--- config.mk ---
export PLATFORM = sky130hd
export DESIGN_NAME = sha256_byte_stream_hasher
export DESIGN_NICKNAME = d
export VERILOG_FILES = /design/src/design/sha_pkg.sv /design/src/design/sha256_byte_stream_hasher.sv /design/src/design/sha_hmem.sv /design/src/design/sha_sched.sv /design/src/design/sha_round.sv
export SDC_FILE = /design/constraint.sdc
export NUM_CORES = 2
export LEC_CHECK = 0
export BUFFER_PORTS_ARGS = -buffer_cell sky130_fd_sc_hd__buf_2
export CORE_ASPECT_RATIO = 1.4
export CORE_MARGIN = 3
export CORE_UTILIZATION = 57
export DETAILED_ROUTE_END_ITERATION = 8
export PLACE_DENSITY_LB_ADDON = 0.2
export SYNTH_ARGS = -nofsm -noshare
export SYNTH_HDL_FRONTEND = slang
export SYNTH_HIERARCHICAL = 1
export SYNTH_SLANG_ARGS = --single-unit
--- constraint.sdc ---
create_clock -name clk -period 117.1 [get_ports clk]
set_clock_uncertainty 0.05 [all_clocks]
set_input_delay 11.71 -clock clk [delete_from_list [all_inputs] [get_ports clk]]
set_output_delay 11.71 -clock clk [all_outputs]
set_load 0.02 [all_outputs]
--- src/design/sha_pkg.sv ---
`timescale 1ns / 1ps

package sha_pkg;

  typedef struct packed {
    logic [7:0] data_byte;
    logic       has_byte;
    logic       last;
  } sha_in_t;

  typedef struct packed {
    logic [31:0] digest_word;
    logic [2:0]  word_index;
    logic        digest_last;
  } sha_out_t;

  // requests to the block buffer / schedule window
  typedef struct packed {
    logic       push;
    logic [1:0] lane;
    logic [7:0] byte_val;
    logic       step;
  } sha_sreq_t;

  // requests to the working variable file
  typedef struct packed {
    logic load;
    logic rotate;
    logic step;
  } sha_rctl_t;

  localparam logic [7:0] PAD_BYTE = 8'h80;

  localparam logic [31:0] INIT_HASH [8] = '{
    32'h6a09e667, 32'hbb67ae85, 32'h3c6ef372, 32'ha54ff53a,
    32'h510e527f, 32'h9b05688c, 32'h1f83d9ab, 32'h5be0cd19
  };

  localparam logic [31:0] ROUND_K [64] = '{
    32'h428a2f98, 32'h71374491, 32'hb5c0fbcf, 32'he9b5dba5,
    32'h3956c25b, 32'h59f111f1, 32'h923f82a4, 32'hab1c5ed5,
    32'hd807aa98, 32'h12835b01, 32'h243185be, 32'h550c7dc3,
    32'h72be5d74, 32'h80deb1fe, 32'h9bdc06a7, 32'hc19bf174,
    32'he49b69c1, 32'hefbe4786, 32'h0fc19dc6, 32'h240ca1cc,
    32'h2de92c6f, 32'h4a7484aa, 32'h5cb0a9dc, 32'h76f988da,
    32'h983e5152, 32'ha831c66d, 32'hb00327c8, 32'hbf597fc7,
    32'hc6e00bf3, 32'hd5a79147, 32'h06ca6351, 32'h14292967,
    32'h27b70a85, 32'h2e1b2138, 32'h4d2c6dfc, 32'h53380d13,
    32'h650a7354, 32'h766a0abb, 32'h81c2c92e, 32'h92722c85,
    32'ha2bfe8a1, 32'ha81a664b, 32'hc24b8b70, 32'hc76c51a3,
    32'hd192e819, 32'hd6990624, 32'hf40e3585, 32'h106aa070,
    32'h19a4c116, 32'h1e376c08, 32'h2748774c, 32'h34b0bcb5,
    32'h391c0cb3, 32'h4ed8aa4a, 32'h5b9cca4f, 32'h682e6ff3,
    32'h748f82ee, 32'h78a5636f, 32'h84c87814, 32'h8cc70208,
    32'h90befffa, 32'ha4506ceb, 32'hbef9a3f7, 32'hc67178f2
  };

  function automatic logic [31:0] rotr(input logic [31:0] x, input int unsigned n);
    rotr = (x >> n) | (x << (32 - n));
  endfunction

  function automatic logic [31:0] big_sigma0(input logic [31:0] x);
    big_sigma0 = rotr(x, 2) ^ rotr(x, 13) ^ rotr(x, 22);
  endfunction

  function automatic logic [31:0] big_sigma1(input logic [31:0] x);
    big_sigma1 = rotr(x, 6) ^ rotr(x, 11) ^ rotr(x, 25);
  endfunction

  function automatic logic [31:0] small_sigma0(input logic [31:0] x);
    small_sigma0 = rotr(x, 7) ^ rotr(x, 18) ^ (x >> 3);
  endfunction

  function automatic logic [31:0] small_sigma1(input logic [31:0] x);
    small_sigma1 = rotr(x, 17) ^ rotr(x, 19) ^ (x >> 10);
  endfunction

endpackage

--- src/design/sha256_byte_stream_hasher.sv ---
`timescale 1ns / 1ps

// sha-256 over a byte stream
// input channel: one word per item holding a message byte, a has_byte flag and a
//   last flag; an item with has_byte low and last high closes the message (also
//   an empty one), an item with both low is dropped
// output channel: eight words per message, digest word 0 first, word_index and
//   digest_last along with each
// block intake: a byte item is taken while in_stall is low; the 64th byte of a
//   block starts a compression (read the chaining store into the working
//   variables, 64 rounds, read-add-write back into the chaining store), during
//   which in_stall stays high
// last item: padding (marker byte, zeros, eight length bytes) goes in along with
//   one or two compressions, then each digest word is fetched and shown and held
//   for however long the receiver stalls
// reset: a pass over the eight words loads the initial hash values into the
//   chaining store, in_stall stays high meanwhile; after each digest the store
//   is reloaded as the words are read out
// a stalled output word holds its payload; in_stall stays high until the last
//   digest word has been taken
module sha256_byte_stream_hasher (
  input  logic              clk,
  input  logic              rst,
  input  logic              in_valid,
  output logic              in_stall,
  input  sha_pkg::sha_in_t  in_data,
  output logic              out_valid,
  input  logic              out_stall,
  output sha_pkg::sha_out_t out_data
);

  import sha_pkg::*;

  localparam logic [3:0] ST_INIT    = 4'd0;
  localparam logic [3:0] ST_IDLE    = 4'd1;
  localparam logic [3:0] ST_PAD     = 4'd2;
  localparam logic [3:0] ST_LOAD    = 4'd3;
  localparam logic [3:0] ST_ROUND   = 4'd4;
  localparam logic [3:0] ST_ADD     = 4'd5;
  localparam logic [3:0] ST_OUT_RD  = 4'd6;
  localparam logic [3:0] ST_OUT_LAT = 4'd7;
  localparam logic [3:0] ST_OUT_HLD = 4'd8;

  localparam logic [1:0] PH_MARK = 2'd0;
  localparam logic [1:0] PH_ZERO = 2'd1;
  localparam logic [1:0] PH_LEN  = 2'd2;

  localparam logic [5:0] LEN_POS  = 6'd56;
  localparam logic [5:0] FILL_END = 6'd63;

  logic [3:0]  state;
  logic [3:0]  cnt;
  logic [5:0]  rc;
  logic [5:0]  fill;
  logic [63:0] message_bits;
  logic [1:0]  phase;
  logic [2:0]  len_cnt;
  logic [2:0]  word_sel;
  logic        pad_active;
  logic        final_blk;

  logic        in_accept;
  logic        out_accept;
  logic        pad_push;
  logic [7:0]  pad_byte;
  logic        push;
  logic [3:0]  cnt_m1;

  logic        mem_we;
  logic [2:0]  mem_waddr;
  logic [31:0] mem_wdata;
  logic [2:0]  mem_raddr;
  logic [31:0] mem_rdata;

  sha_sreq_t   sreq;
  sha_rctl_t   rctl;
  logic [31:0] w0;
  logic [31:0] var_a;

  assign in_stall   = (state != ST_IDLE);
  assign in_accept  = in_valid && !in_stall;
  assign out_accept = out_valid && !out_stall;
  assign cnt_m1     = cnt - 4'd1;

  // padding: marker byte, zeros up to the length field, then eight length bytes
  always_comb begin
    pad_push = 1'b0;
    pad_byte = 8'h00;
    unique case (phase)
      PH_MARK: begin
        pad_push = 1'b1;
        pad_byte = PAD_BYTE;
      end
      PH_ZERO: pad_push = (fill != LEN_POS);
      PH_LEN: begin
        pad_push = 1'b1;
        pad_byte = message_bits[63:56];
      end
      default: pad_push = 1'b0;
    endcase
  end

  assign push = (in_accept && in_data.has_byte) || (state == ST_PAD && pad_push);

  always_comb begin
    sreq.push     = push;
    sreq.lane     = fill[1:0];
    sreq.byte_val = (state == ST_IDLE) ? in_data.data_byte : pad_byte;
    sreq.step     = (state == ST_ROUND);
    rctl.load     = (state == ST_LOAD) && (cnt != 4'd0);
    rctl.rotate   = (state == ST_ADD) && (cnt != 4'd0);
    rctl.step     = (state == ST_ROUND);
  end

  // chaining store port use per phase
  always_comb begin
    mem_we    = 1'b0;
    mem_waddr = 3'd0;
    mem_wdata = 32'd0;
    mem_raddr = 3'd0;
    unique case (state)
      ST_INIT: begin
        mem_we    = 1'b1;
        mem_waddr = cnt[2:0];
        mem_wdata = INIT_HASH[cnt[2:0]];
      end
      ST_LOAD: mem_raddr = cnt[2:0];
      ST_ADD: begin
        mem_raddr = cnt[2:0];
        mem_we    = (cnt != 4'd0);
        mem_waddr = cnt_m1[2:0];
        mem_wdata = mem_rdata + var_a;
      end
      ST_OUT_RD: begin
        // old value is read out while the initial value goes back in
        mem_raddr = word_sel;
        mem_we    = 1'b1;
        mem_waddr = word_sel;
        mem_wdata = INIT_HASH[word_sel];
      end
      default: mem_we = 1'b0;
    endcase
  end

  sha_hmem u_hmem (
    .clk   (clk),
    .we    (mem_we),
    .waddr (mem_waddr),
    .wdata (mem_wdata),
    .raddr (mem_raddr),
    .rdata (mem_rdata)
  );

  sha_sched u_sched (
    .clk (clk),
    .req (sreq),
    .w0  (w0)
  );

  sha_round u_round (
    .clk       (clk),
    .ctl       (rctl),
    .load_word (mem_rdata),
    .k         (ROUND_K[rc]),
    .w         (w0),
    .var_a     (var_a)
  );

  always_ff @(posedge clk) begin
    if (rst) begin
      state        <= ST_INIT;
      cnt          <= 4'd0;
      rc           <= 6'd0;
      fill         <= 6'd0;
      message_bits <= 64'd0;
      phase        <= PH_MARK;
      len_cnt      <= 3'd0;
      word_sel     <= 3'd0;
      pad_active   <= 1'b0;
      final_blk    <= 1'b0;
      out_valid    <= 1'b0;
    end else begin
      if (push) begin
        fill <= fill + 6'd1;
      end
      unique case (state)
        ST_INIT: begin
          if (cnt == 4'd7) begin
            cnt   <= 4'd0;
            state <= ST_IDLE;
          end else begin
            cnt <= cnt + 4'd1;
          end
        end
        ST_IDLE: begin
          if (in_accept) begin
            phase <= PH_MARK;
            if (in_data.has_byte) begin
              message_bits <= message_bits + 64'd8;
            end
            if (in_data.has_byte && fill == FILL_END) begin
              pad_active <= in_data.last;
              cnt        <= 4'd0;
              state      <= ST_LOAD;
            end else if (in_data.last) begin
              pad_active <= 1'b1;
              state      <= ST_PAD;
            end
          end
        end
        ST_PAD: begin
          unique case (phase)
            PH_MARK: phase <= PH_ZERO;
            PH_ZERO: begin
              if (fill == LEN_POS) begin
                phase   <= PH_LEN;
                len_cnt <= 3'd0;
              end
            end
            PH_LEN: begin
              message_bits <= {message_bits[55:0], 8'h00};
              len_cnt      <= len_cnt + 3'd1;
              if (len_cnt == 3'd7) begin
                final_blk <= 1'b1;
              end
            end
            default: phase <= PH_MARK;
          endcase
          if (pad_push && fill == FILL_END) begin
            cnt   <= 4'd0;
            state <= ST_LOAD;
          end
        end
        ST_LOAD: begin
          if (cnt == 4'd8) begin
            cnt   <= 4'd0;
            rc    <= 6'd0;
            state <= ST_ROUND;
          end else begin
            cnt <= cnt + 4'd1;
          end
        end
        ST_ROUND: begin
          rc <= rc + 6'd1;
          if (rc == 6'd63) begin
            cnt   <= 4'd0;
            state <= ST_ADD;
          end
        end
        ST_ADD: begin
          if (cnt == 4'd8) begin
            cnt <= 4'd0;
            if (final_blk) begin
              final_blk  <= 1'b0;
              pad_active <= 1'b0;
              word_sel   <= 3'd0;
              state      <= ST_OUT_RD;
            end else if (pad_active) begin
              state <= ST_PAD;
            end else begin
              state <= ST_IDLE;
            end
          end else begin
            cnt <= cnt + 4'd1;
          end
        end
        ST_OUT_RD: state <= ST_OUT_LAT;
        ST_OUT_LAT: begin
          out_valid <= 1'b1;
          state     <= ST_OUT_HLD;
        end
        ST_OUT_HLD: begin
          if (out_accept) begin
            out_valid <= 1'b0;
            word_sel  <= word_sel + 3'd1;
            if (word_sel == 3'd7) begin
              state <= ST_IDLE;
            end else begin
              state <= ST_OUT_RD;
            end
          end
        end
        default: state <= ST_INIT;
      endcase
    end
  end

  // output payload, loaded once per word and held while stalled
  always_ff @(posedge clk) begin
    if (state == ST_OUT_LAT) begin
      out_data.digest_word <= mem_rdata;
      out_data.word_index  <= word_sel;
      out_data.digest_last <= (word_sel == 3'd7);
    end
  end

endmodule

--- src/design/sha_hmem.sv ---
`timescale 1ns / 1ps

// chaining state store, one write and one registered read per cycle
module sha_hmem (
  input  logic        clk,
  input  logic        we,
  input  logic [2:0]  waddr,
  input  logic [31:0] wdata,
  input  logic [2:0]  raddr,
  output logic [31:0] rdata
);

  logic [31:0] mem [8];

  always_ff @(posedge clk) begin
    if (we) begin
      mem[waddr] <= wdata;
    end
    rdata <= mem[raddr];
  end

endmodule

--- src/design/sha_sched.sv ---
`timescale 1ns / 1ps

// block buffer and message schedule as one sixteen word shift line
module sha_sched (
  input  logic              clk,
  input  sha_pkg::sha_sreq_t req,
  output logic [31:0]       w0
);

  import sha_pkg::*;

  logic [31:0] win [16];
  logic [23:0] acc;
  logic [31:0] packed_word;
  logic [31:0] expand;

  assign packed_word = {acc, req.byte_val};
  assign expand = small_sigma1(win[14]) + win[9] + small_sigma0(win[1]) + win[0];
  assign w0 = win[0];

  always_ff @(posedge clk) begin
    if (req.push) begin
      acc <= packed_word[23:0];
      if (req.lane == 2'd3) begin
        for (int i = 0; i < 15; i++) begin
          win[i] <= win[i + 1];
        end
        win[15] <= packed_word;
      end
    end else if (req.step) begin
      for (int i = 0; i < 15; i++) begin
        win[i] <= win[i + 1];
      end
      win[15] <= expand;
    end
  end

endmodule

--- src/design/sha_round.sv ---
`timescale 1ns / 1ps

// working variables a..h and the round function
module sha_round (
  input  logic              clk,
  input  sha_pkg::sha_rctl_t ctl,
  input  logic [31:0]       load_word,
  input  logic [31:0]       k,
  input  logic [31:0]       w,
  output logic [31:0]       var_a
);

  import sha_pkg::*;

  logic [31:0] v [8];
  logic [31:0] choose;
  logic [31:0] major;
  logic [31:0] t1;
  logic [31:0] t2;

  assign choose = (v[4] & v[5]) ^ (~v[4] & v[6]);
  assign major  = (v[0] & v[1]) ^ (v[0] & v[2]) ^ (v[1] & v[2]);
  assign t1     = v[7] + big_sigma1(v[4]) + choose + k + w;
  assign t2     = big_sigma0(v[0]) + major;
  assign var_a  = v[0];

  always_ff @(posedge clk) begin
    if (ctl.load) begin
      for (int i = 0; i < 7; i++) begin
        v[i] <= v[i + 1];
      end
      v[7] <= load_word;
    end else if (ctl.rotate) begin
      for (int i = 0; i < 7; i++) begin
        v[i] <= v[i + 1];
      end
      v[7] <= v[0];
    end else if (ctl.step) begin
      v[7] <= v[6];
      v[6] <= v[5];
      v[5] <= v[4];
      v[4] <= v[3] + t1;
      v[3] <= v[2];
      v[2] <= v[1];
      v[1] <= v[0];
      v[0] <= t1 + t2;
    end
  end

endmodule

Word level (Yosys, flattened, before mapping)
Memory sizes are Yosys's and may differ from the RTL's. A register that Yosys moved wholly into a read port is not among the register bits.
Index checks and enable logic that the tools add are counted.
- add/sub/neg operators: 18
- $lt $le $gt $ge: 3
- mux-type cells: 109
- bitwise gates (word level): 62
- reduce and logical (&&, ||, !) cells: 35
- equality and inequality tests: 36
- operators by type and width (cell ; number):
    $mux 32 ; 38
    $add 32x32->32 ; 11
    $xor 32x32->32 ; 9
    $mux 64 ; 3
    $and 32x32->32 ; 5
    $pmux 64 s2 ; 1
    $pmux 32 s3 ; 1
    $add 64x4->64 const B ; 1
    $mux 4 ; 15
    $pmux 4 s9 ; 1
    $not 32->32 ; 1
    $or 1x1->1 ; 32
    $or 10x32->32 ; 1
    $or 13x32->32 ; 1
    $or 14x32->32 ; 1
    $or 15x32->32 ; 1
    $or 19x32->32 ; 1
    $or 21x32->32 ; 1
    $or 25x32->32 ; 1
    $or 26x32->32 ; 1
    $or 30x32->32 ; 1
    $or 7x32->32 ; 1
    $xor 32x22->32 ; 1
    $xor 32x29->32 ; 1
    49 further kinds ; 133
- output and inout port bits: 38
- memory bits (read-only): 2560
- bits of input ports: 14
- logic and storage cells: 284
- flip-flop bits (word level): 155
- memories kept: 6
- bits in writable memories: 1024
- memory list (memory ; words ; bits a word ; rd ports ; clocked after memory_dff ; wr ports ; RTL line ; text):
    (name not given) ; 64 ; 32 ; 1 ; 0 ; 0 ; sha256_byte_stream_hasher.sv:164 ; .k (ROUND_K[rc]),
    u_sched.win ; 16 ; 32 ; 16 ; 0 ; 16 ; sha_sched.sv:12 ; logic [31:0] win [16];
    (name not given) ; 8 ; 32 ; 1 ; 0 ; 0 ; sha256_byte_stream_hasher.sv:139 ; mem_wdata = INIT_HASH[word_sel];
    (name not given) ; 8 ; 32 ; 1 ; 0 ; 0 ; sha256_byte_stream_hasher.sv:125 ; mem_wdata = INIT_HASH[cnt[2:0]];
    u_hmem.mem ; 8 ; 32 ; 1 ; 1 ; 1 ; sha_hmem.sv:13 ; logic [31:0] mem [8];
    u_round.v ; 8 ; 32 ; 8 ; 0 ; 8 ; sha_round.sv:15 ; logic [31:0] v [8];

Logic depth before layout (Yosys ltp)
An unclocked memory read counts as a cell.
- word-level depth: 10
- mapped depth: 40
- depth with buffers taken out: 38

Hierarchy
The synthesis kept the hierarchy.
- by module, submodules not included (module ; seq. area each (µm²) ; cells an instance ; area each (µm²) ; times used):
    sha_round ; 7687.4 ; 2315 ; 21105.2 ; 1
    sha_sched ; 16095.4 ; 1174 ; 21037.7 ; 1
    sha256_byte_stream_hasher ; 2922.8 ; 1763 ; 12482.0 ; 1
    sha_hmem ; 8328.0 ; 415 ; 10466.3 ; 1

Least setup slack after synthesis
Ideal clock, no wire load.
- kind: input port to flip-flop
- from: input port in_valid
- to: memory u_sched.win[0][0] (enable)
- arrival time: 48.281 ns
- setup time: 2.097 ns
- buffers on the path: 0
- path slack: 66.672 ns
- required time: 114.953 ns
- stages: 4
- cell sequence: nand3_1 o21a_1 inv_1 o21ai_0
- RTL lines (item ; RTL line ; text):
    start: declaration ; sha256_byte_stream_hasher.sv:24 ; input logic in_valid,
    end: declaration ; sha_sched.sv:12 ;

==> tab_implementation.tex <==
\begin{tabular}{lr}
\hline
Metric & Value \\
\hline
\multicolumn{2}{l}{\textbf{Run status}} \\
\quad Run status & completed \\
\multicolumn{2}{l}{\textbf{Layout}} \\
\quad Number of filler cells placed in the layout & 8,949 \\
\quad Count of antenna diodes in the layout & 0 \\
\quad Growth of design area from synthesis to finish & 7.58\% \\
\quad Fraction of final layout cells with drive strength greater than 1 & 0.0786 \\
\quad Final instance area & 70,000 sq um \\
\quad Count of nets after finishing & 5,947 \\
\quad Core utilization of the finished layout & 0.618 \\
\multicolumn{2}{l}{\textbf{Synthesis}} \\
\quad Predominant post-synthesis flop cell & sky130\_fd\_sc\_hd\_\_edfxtp\_1 \\
\quad Area contributors post-synth & sky130\_fd\_sc\_hd\_\_edfxtp\_1 50\%, sky130\_fd\_sc\_hd\_\_fa\_1 5.8\%, sky130\_fd\_sc\_hd\_\_nand2\_1 5.4\% \\
\quad Share of the synthesized area in the top cell type & 0.500 \\
\quad Synth async-reset ratio & 0 \\
\quad Net count after synthesis & 6,059 \\
\quad Warning count from the yosys run & 6 \\
\quad Post-synthesis instance total & 5,667 \\
\quad Synthesized area & 65,100 sq um \\
\quad Sequential cell area fraction in the yosys report & 0.538 \\
\quad Most numerous cell in the Yosys netlist & sky130\_fd\_sc\_hd\_\_edfxtp\_1 \\
\quad Unique cell type count in the Yosys netlist & 107 \\
\quad Synthesized flop and latch total & 1,208 \\
\quad Post-synthesis area per instance & 11.5 sq um \\
\quad EDFF count, synth & 1,084 \\
\quad Leading cell types by count after synthesis & 1,084 x sky130\_fd\_sc\_hd\_\_edfxtp\_1, 928 x sky130\_fd\_sc\_hd\_\_nand2\_1, 420 x sky130\_fd\_sc\_hd\_\_inv\_1 \\
\quad Cell taking the most area after synthesis & sky130\_fd\_sc\_hd\_\_edfxtp\_1 \\
\multicolumn{2}{l}{\textbf{Routing}} \\
\quad Routed len/inst & 25.9 um \\
\quad DRC violation count after routing & 0 \\
\quad Drt first-iter violations & 4,421 \\
\quad Vias/cell & 6.17 \\
\quad Aggregate routed wire length & 184,000 um \\
\quad Overall via count from detail\_route & 44,000 \\
\quad Post-DRT Antenna Nets & 0 \\
\quad Router iterations before antenna repair & 6 \\
\multicolumn{2}{l}{\textbf{Global route}} \\
\quad Gr usage total & 0.311 \\
\quad Number of global-route vias before repair & 42,100 \\
\quad Maximum number of pins on one net before global-route repair & 185 \\
\quad First-pass GRT wire length & 274,000 um \\
\quad Number of antenna violations at the first check in global routing & 3 \\
\quad Aggregate global routing overflow & 0 \\
\multicolumn{2}{l}{\textbf{Worst setup path}} \\
\quad Highest fanout seen on the critical path & 184 \\
\quad Critical Path RT & 117,410 ps \\
\quad Critical Path Start Type & primary input \\
\quad Highest-delay cell along the critical path & sky130\_fd\_sc\_hd\_\_buf\_4 \\
\quad WS Path Type & in -> reg \\
\quad Delay-heaviest family, CP & buffers and inverters \\
\quad Startpoint of the worst setup timing path & in\_valid \\
\quad Worst reg2reg path startpoint & rc[2] \\
\quad Critical path buffers and inverters & 7 \\
\quad Data arrival at the endpoint of the critical path & 16,690 ps \\
\quad Largest stage delay, worst path & 890 ps \\
\quad Worst-path cell chain & buf\_2 > nand3\_1 > buf\_4 > o21a\_1 > inv\_1 > buf\_4 > nand3\_2 > o21ai\_4 > buf\_12 > buf\_12 > buf\_4 \\
\quad Most frequent cell on the critical path & sky130\_fd\_sc\_hd\_\_buf\_4 \\
\quad Sort of element at the end of the critical path & register \\
\multicolumn{2}{l}{\textbf{Clocking}} \\
\quad Clock buffers created by TritonCTS & 113 \\
\quad Clock Tree Buf Depth & 3 \\
\quad Library cell used as clock root buffer & sky130\_fd\_sc\_hd\_\_clkbuf\_16 \\
\quad CTS HTree Levels & 3 \\
\quad Number of sinks on the clock net & 1,208 \\
\quad Clock Latency Late Sink & 750 ps \\
\quad Number of buffers added to fix hold violations after cts & 0 \\
\quad Clock-pin slew reported for the worst setup and hold paths after clock tree synthesis & 60 ps \\
\quad Post-cts sizing count & 0 \\
\quad CTS tree & built \\
\quad Post-CTS Setup Inserts & 0 \\
\multicolumn{2}{l}{\textbf{Floorplanning}} \\
\quad Height of the die & 406 um \\
\quad Area of the die & 118,000 sq um \\
\quad I/O pin count & 52 \\
\quad Die extent in x & 292 um \\
\quad Floorplan row count & 146 \\
\quad Floorplan core area & 113,000 sq um \\
\quad Initial Util & 0.575 \\
\multicolumn{2}{l}{\textbf{Timing}} \\
\quad Setup repair after global routing missed its margin & no \\
\quad Min cycle time layout & 16,380 ps \\
\quad Number of slew-limit violations in the final report & 0 \\
\quad F\_max & 61.1 MHz \\
\quad Final setup violation count & 0 \\
\quad Post-route setup TNS & 0 ps \\
\quad Total count of hold-check failures in the final report & 0 \\
\quad Worst-margin pin slew & 1100 ps \\
\quad Post-route fraction of the period consumed by the critical path & 0.140 \\
\quad Worst slew margin & 0.257 \\
\multicolumn{2}{l}{\textbf{Placed design}} \\
\quad Placement Cell Area & 66,400 sq um \\
\quad Half-perimeter wire length after detailed placement & 131,000 um \\
\quad Port buffer count & 51 \\
\quad Gpl congestion & 0.959 \\
\multicolumn{2}{l}{\textbf{Min path}} \\
\quad Worst Hold Launch & u\_sched/win[4][20] \\
\quad Worst min-delay path class & reg -> reg \\
\multicolumn{2}{l}{\textbf{Flow run}} \\
\quad Maximum capacitance violations & 0 \\
\hline
\end{tabular}
## cell type report
| type | instances | area (sq um) | area share |
|---|---|---|---|
| well taps | 1480 | 1850 | 0.0264 |
| clock inverters | 85 | 768 | 0.0110 |
| inverters | 424 | 1590 | 0.0227 |
| flip-flops and latches | 1208 | 35000 | 0.500 |
| clock buffers | 125 | 2870 | 0.0410 |
| multi-input cells | 3689 | 27100 | 0.387 |
| repair buffers | 119 | 791 | 0.0113 |
## cells in the final DEF (no fill, tap or decap), types with 127 or more instances in the layout
cell type / netlist / final
sky130_fd_sc_hd__a21oi_1: 286 / 286
sky130_fd_sc_hd__edfxtp_1: 1084 / 1084
sky130_fd_sc_hd__fa_1: 188 / 188
sky130_fd_sc_hd__ha_1: 190 / 190
sky130_fd_sc_hd__inv_1: 420 / 420
sky130_fd_sc_hd__nand2_1: 928 / 927
sky130_fd_sc_hd__nor2_1: 255 / 244
sky130_fd_sc_hd__o21ai_0: 271 / 270
sky130_fd_sc_hd__xnor2_1: 269 / 269
sky130_fd_sc_hd__xor2_1: 127 / 127
## routing by layer
layer  GRT usage  routed length [um]
met1       0.394               70400
met2       0.511               88500
met3      0.0501               13400
met4       0.178               12200
met5           0                  13
## logic make-up after synthesis
| logic type | Yosys count | synth area share |
|---|---|---|
| AND/OR/NAND/NOR | 1634 | 0.112 |
| flip-flops | 1208 | 0.538 |
| AO/OA/AOI/OAI | 1105 | 0.111 |
| buffers and inverters | 770 | 0.0477 |
| XOR/XNOR | 396 | 0.0533 |
| adder cells (fa/ha/maj) | 380 | 0.0947 |
| multiplexers | 174 | 0.0433 |
## worst register-to-register path: cells and delay by family (launching register included)
kind	cells	cell delay, ps
compound gates	12	3830
xor+xnor	1	370
fa+ha+maj	6	2710
buf+inv	5	1470
flops	1	780
mux	1	350
simple gates	8	1690
## per-stage QoR
step / worst slack (ps) / std cells / hold WS, ps
2_1_floorplan: 66670 / 5667 / 350
3_3_place_gp: 100140 / 6920 / 350
3_5_place_dp: 100090 / 6920 / 355
4_1_cts: 100870 / 7130 / 341
5_1_grt: 100380 / 7130 / 355
6_report: 100720 / 7130 / 350
## final timing paths
check                           cells past startpoint  slack, ps                  to
worst min-delay path                                0        350  u_sched/win[3][20]
worst min register to register                      0        350  u_sched/win[3][20]
worst max register to register                     33     105610    u_round/v[0][31]
worst max-delay path                               11     100720  u_sched/win[9][31]
## sequential cells by signal, summed over array words and instances (netlist names)
signal        flops
u_sched/win     512
out_valid         1
u_round/v       256
phase             2
final_blk         1
rc                6
u_sched/acc      24
u_hmem/rdata     32
fill              6
cnt               4
pad_active        1
u_hmem/mem      256
len_cnt           3
out_data         36
state             4
message_bits     61
word_sel          3
Power is not shown: default switching activity piles up to over one toggle a cycle in this logic, so the estimate is an artifact.
